--- src/design/gfau_pkg.sv ---
`timescale 1ns / 1ps
// shared types and constants for the gf(2^8) arithmetic unit
// no dependencies
package gfau_pkg;

	localparam int unsigned GF_ORDER = 255;
	localparam int unsigned GF_SIZE  = 256;

	localparam logic [8:0] POLY_RESET = 9'd285;

	// operation codes
	localparam logic [1:0] OP_MUL    = 2'd0;
	localparam logic [1:0] OP_DIV    = 2'd1;
	localparam logic [1:0] OP_RECIP  = 2'd2;
	localparam logic [1:0] OP_REGION = 2'd3;

	// configuration register indexes
	localparam logic [1:0] REG_FIELD_POLY    = 2'd0;
	localparam logic [1:0] REG_REGION_FACTOR = 2'd1;
	localparam logic [1:0] REG_ACCUMULATE    = 2'd2;

	// table write requests from the builder
	typedef struct packed {
		logic       busy;
		logic       log_we;
		logic [7:0] log_addr;
		logic [7:0] log_data;
		logic       alog_we;
		logic [7:0] alog_addr;
		logic [7:0] alog_data;
	} tbl_wr_t;

	// per-item control carried down the pipeline
	typedef struct packed {
		logic [1:0] op;
		logic       force_zero;
		logic       bypass;
		logic       xor_dest;
		logic       div_zero;
		logic [7:0] data_a;
		logic [7:0] dest;
		logic       last;
	} item_t;

endpackage

--- src/design/gfau_builder.sv ---
`timescale 1ns / 1ps
// log / antilog table build sequencer: clear pass, doubling walk, fixup
// depends on gfau_pkg
module gfau_builder (
	input  logic             clk,
	input  logic             arst_n,
	input  logic             start,
	input  logic [8:0]       poly,
	output gfau_pkg::tbl_wr_t wr
);
	import gfau_pkg::*;

	localparam logic [1:0] ST_CLEAR = 2'd0;
	localparam logic [1:0] ST_FILL  = 2'd1;
	localparam logic [1:0] ST_FINAL = 2'd2;
	localparam logic [1:0] ST_DONE  = 2'd3;

	localparam logic [7:0] LAST_CLEAR = 8'(GF_SIZE - 1);
	localparam logic [7:0] LAST_FILL  = 8'(GF_ORDER - 1);

	logic [1:0] state_q;
	logic [7:0] cnt_q;
	logic [7:0] elem_q;
	logic [8:0] dbl;
	logic [7:0] elem_next;

	// doubling with reduction, masked back to eight bits
	always_comb begin
		dbl = {elem_q, 1'b0};
		if (dbl[8]) begin
			elem_next = 8'(dbl ^ poly);
		end else begin
			elem_next = dbl[7:0];
		end
	end

	always_ff @(posedge clk or negedge arst_n) begin
		if (!arst_n) begin
			state_q <= ST_CLEAR;
			cnt_q   <= '0;
			elem_q  <= 8'd1;
		end else if (start) begin
			state_q <= ST_CLEAR;
			cnt_q   <= '0;
			elem_q  <= 8'd1;
		end else begin
			unique case (state_q)
				ST_CLEAR: begin
					cnt_q <= cnt_q + 8'd1;
					if (cnt_q == LAST_CLEAR) begin
						state_q <= ST_FILL;
						elem_q  <= 8'd1;
					end
				end
				ST_FILL: begin
					cnt_q  <= cnt_q + 8'd1;
					elem_q <= elem_next;
					if (cnt_q == LAST_FILL) begin
						state_q <= ST_FINAL;
					end
				end
				ST_FINAL: state_q <= ST_DONE;
				ST_DONE:  state_q <= ST_DONE;
				default:  state_q <= ST_DONE;
			endcase
		end
	end

	always_comb begin
		wr = '0;
		wr.busy = (state_q != ST_DONE);
		unique case (state_q)
			ST_CLEAR: begin
				wr.log_we   = 1'b1;
				wr.log_addr = cnt_q;
				wr.log_data = '0;
			end
			ST_FILL: begin
				wr.log_we    = 1'b1;
				wr.log_addr  = elem_q;
				wr.log_data  = cnt_q;
				wr.alog_we   = 1'b1;
				wr.alog_addr = cnt_q;
				wr.alog_data = elem_q;
			end
			ST_FINAL: begin
				wr.log_we    = 1'b1;
				wr.log_addr  = '0;
				wr.log_data  = poly[7:0];
				wr.alog_we   = 1'b1;
				wr.alog_addr = 8'(GF_ORDER);
				wr.alog_data = 8'd1;
			end
			ST_DONE: ;
			default: ;
		endcase
	end

endmodule

--- config.mk ---
export PLATFORM = sky130hd
export DESIGN_NAME = gfau_builder
export DESIGN_NICKNAME = d
export VERILOG_FILES = /design/src/design/gfau_pkg.sv /design/src/design/gfau_builder.sv
export SDC_FILE = /design/constraint.sdc
export NUM_CORES = 1
export LEC_CHECK = 0
export BUFFER_PORTS_ARGS = -buffer_cell sky130_fd_sc_hd__buf_2
export CELL_PAD_IN_SITES_DETAIL_PLACEMENT = 0
export CELL_PAD_IN_SITES_GLOBAL_PLACEMENT = 1
export CORE_MARGIN = 10
export CORE_UTILIZATION = 39
export CTS_CLUSTER_DIAMETER = 50
export DETAILED_ROUTE_END_ITERATION = 16
export PLACE_DENSITY_LB_ADDON = 0.1
export SYNTH_ARGS = -nofsm -noshare
export SYNTH_HDL_FRONTEND = slang
export SYNTH_SLANG_ARGS = --single-unit
--- constraint.sdc ---
create_clock -name clk -period 4.03 [get_ports clk]
set_clock_uncertainty 0.1 [all_clocks]
set_input_delay 0 -clock clk [delete_from_list [all_inputs] [get_ports clk]]
set_output_delay 0 -clock clk [all_outputs]
set_load 0.05 [all_outputs]
[After elaboration in Yosys (flattened, before gate mapping)]
Index checks and enable logic that the tools add are counted.
Word-level totals
  memories: 0
  logic and storage cells: 32
  bits in latches: 0
  flip-flop bits (word level): 18
  memory bits (writable): 0
  output and inout bits: 35
  memory bits (read-only): 0
Cells by class
  reductions and logical operators: 7
  multiply operators: 0
  muxes and demuxes: 12
  equal/unequal tests: 8
  add/subtract/negate cells: 1
  shift operators: 0
  div/mod/pow operators: 0
  $lt $le $gt $ge: 0
  bitwise operators: 1
Operators by type and width (number)
  17-bit case mux with 3 select lines: 1
  8-bit two-way mux: 5
  17-bit case mux with 2 select lines: 1
  8-bit equality test (second input constant): 2
  8-bit case mux with 2 select lines: 1
  8-bit by 1-bit adder with 8-bit output (second input constant): 1
  8-bit bitwise XOR: 1
  2-bit two-way mux: 3
  3-bit inequality test (second input constant): 2
  2-bit case mux with 3 select lines: 1
  2-bit equality test (second input constant): 2
  2-bit AND reduction: 2
  2-bit OR reduction: 2
  3-bit nonzero test: 1
  2-bit by 1-bit equality test with 1-bit output (second input constant): 1
  2-bit zero test: 1
  2-bit inequality test (second input constant): 1
  2-bit nonzero test: 1

[Longest topological paths before layout]
  depth in word-level cells: 4
  mapped depth: 7
  gate-level depth less buffers: 6

[Least setup slack after synthesis]
Ideal clock, no wire load.
  path kind: flip-flop to output port
  start point: register state_q[0]
  end point: output port wr[0] in the netlist's numbering
  arrival: 2036 ps
  cell stages (with the launch flop): 5
  required time: 3930 ps
  setup slack: 1894 ps
  buffers on the path: 1
  cell sequence: dfrtp_1 inv_1 ha_1 clkbuf_1 nor2b_1
RTL lines
  start, declared: RTL line gfau_builder.sv:21  | logic [1:0] state_q;
  start signal, assigned: RTL line gfau_builder.sv:39  | state_q <= ST_CLEAR;
  start signal, assigned: RTL line gfau_builder.sv:43  | state_q <= ST_CLEAR;
  start signal, assigned: RTL line gfau_builder.sv:51  | state_q <= ST_FILL;
  end, declared: RTL line gfau_builder.sv:9  | output gfau_pkg::tbl_wr_t wr

==> results.cfg <==
[critical_path]
r2r_start = state_q[1]
reg2regPathDepth = 7
crit_buf_inv = 3
crit_start = state_q[1]
r2r_slack_ns = 1.81
crit_slowest_cell = ha_1
slowest_delay_ns = 0.53
endpoint = wr[17]
end_kind = primary output
startpoint_type = register
required_ns = 3.93
cp_max_fo = 23
cp_num_cells = 6
crit_arrival_ns = 2.22
path_class = register to primary output
critPathTopFamily = buffers and inverters
path_cells = inv_1 -> ha_1 -> buf_4 -> a22oi_1 -> nor2_1 -> buf_2
r2r_end = elem_q[7]

[place]
dp_slack_ns = 1.83
place_area_um2 = 1630
portBuffers = 45
post-dp-hpwl_mm = 3.10
gp_congestion = 0.782

[yosys]
ys_warn_count = 0
synthTopCellsByCount = nor2_1 (25), nand2_1 (19), dfrtp_1 (17), a22oi_1 (16), a21oi_1 (14)
netlist_top_cells_area = dfrtp_1 (29%), a22oi_1 (8.3%), nor2_1 (6.5%), ha_1 (5.2%), nand2_1 (4.9%)
synth_cell_types = 32
synth_fp_nets = 199
yosys.area.top_type = dfrtp_1
yosysSeqAreaShare_pct = 31.2
yosysTopAreaCellShare_pct = 29.4
syn_area_um2 = 1450
synth_area_per_cell_um2 = 7.99
netlist_instances = 181
synth-main-ff-cell = dfrtp_1
synth-seq-cells = 18
synth_edf_count = 0
yosys.cell_count.top_type = nor2_1
synthArstFlopShare_pct = 100

[power_and_ir_drop]
p_total_mw = 1.34
p_per_area_nw_per_um2 = 775
ir_drop_v = 0.000462
power_leakage_nw = 0.860

[clock_network]
htreeDepth = 1
postCtsSetupRepairBufs = 0
clk_pin_slew_worst_paths_ns = 0.08
root_buffer = clkbuf_8
clk_latency_ns = 0.26
cts_tree = built
ctsResizeCount = 0
cts_buffers = 3
clockBufferDepth = 2
cts.sinks = 18
cts.hold.buffers_added = 4

[route]
antenna_left = 0
viasPerCell = 5.22
wl_mm = 4.18
first_pass_iters = 4
wl_per_cell_um = 15.7
vias = 1389
drt-initial-drc-count = 64
drc = 0

[die]
die_y_um = 80.9
io_pins = 47
rows = 22
core_area_um2 = 3630
fp.dieW_um = 80.9
dieArea_um2 = 6540
start_util_pct = 39.8

[sta]
setup_tns_ns = 0
rsz0062_at_grt = no
setup_ws_ns = 1.71
finalMaxSlewViolations = 0
relSlewSlack_pct = 54.7
min_period_over_period_pct = 57.4
worstMarginPinSlew_ns = 0.680
hold_viol_final = 0
setup_viol = 0
max_freq_mhz = 432
period_needed_ns = 2.32

[global_routing]
grt_pass1_wl_mm = 6.82
grtUsageTotal_pct = 12.7
antenna_found_initial = 0
grt_pass1_vias = 1362
grt-ovfl-total = 0
grt_max_degree = 24

[finish]
seq_area_um2 = 452
drive_gt1_share_pct = 25.2
nFillCells = 393
diodes = 0
multi_input_area_um2 = 863
area_growth_pct = 19.3
fin_nets = 237
design_area_um2 = 1730

[min_path]
min_path_cells = 5
holdCritStartpoint = poly[6]
hp-class = input port to register

[status]
status = complete, no violations

[flow_run]
cap_violations = 0
how the worst min path moves through the flow:
stage,endpoint,slack (ns)
3_5_place_dp,elem_q[7],-0.13
5_1_grt,elem_q[2],0.03
3_3_place_gp,elem_q[6],-0.14
4_1_cts,elem_q[6],0.004
2_1_floorplan,cnt_q[0],-0.40
6_report,elem_q[6],0.01
tightest hold or removal path, delay by kind of cell:
kind	cells	cell delay, ns
AND/OR/NAND/NOR	2	0.12
buffers and inverters	1	0.10
XOR/XNOR	1	0.06
AO/OA/AOI/OAI	1	0.05
cell families after synthesis:
family          Yosys count  share of synthesized area, %
fa+ha+maj                 6                          5.19
flops                    18                          31.2
buf+inv                  23                          9.08
simple gates             76                          26.6
compound gates           47                          21.3
xor+xnor                 11                          6.66
per-layer routing:
layer	vias to the layer above	global-route usage [%]	wire length (um)
met3	2	3.09	332
met1	665	15.5	1830
met2	28	21.9	2000
met5	-	0	0
met4	0	3.11	17
li1	694	-	-
area by class of cell:
class                      count  share of cell area (%)
timing repair buffer          50                    15.8
sequential                    18                    26.2
inverter                       6                    1.31
tap                           48                    3.48
clock buffer                   4                    3.19
multi-input combinational    140                    50.0
state kept, by name, indices dropped and copies added (netlist names):
signal and cells:
elem_q 8, state_q 2, cnt_q 8
stage by stage:
step	util [%]	std cells	hold slack (ns)
after floorplan	-	181	-0.396
after global placement	44.9	258	-0.137
after detailed placement	44.9	258	-0.132
after CTS	47.5	266	0.00433
after global routing	47.5	266	0.0290
final	47.5	266	0.0105
cell usage in the layout (no fill, tap or decap), drive strengths merged, types with 3 or more instances in the layout:
cell type / instances
buf: 46
nor2: 25
nand2: 19
dfrtp: 17
a22oi: 16
a21oi: 14
nor2b: 11
o21ai: 11
xor2: 8
and3: 7
inv: 6
ha: 6
clkbuf: 4
dlygate4sd3: 4
nand4: 3
nand3: 3
xnor2: 3
power breakdown:
group          switching [mW]  internal [mW]  total [mW]
logic                   0.701          0.233       0.934
clock network          0.0664         0.0869       0.153
registers              0.0382          0.212       0.250
No activity file was read; power rests on OpenSTA's default activity.
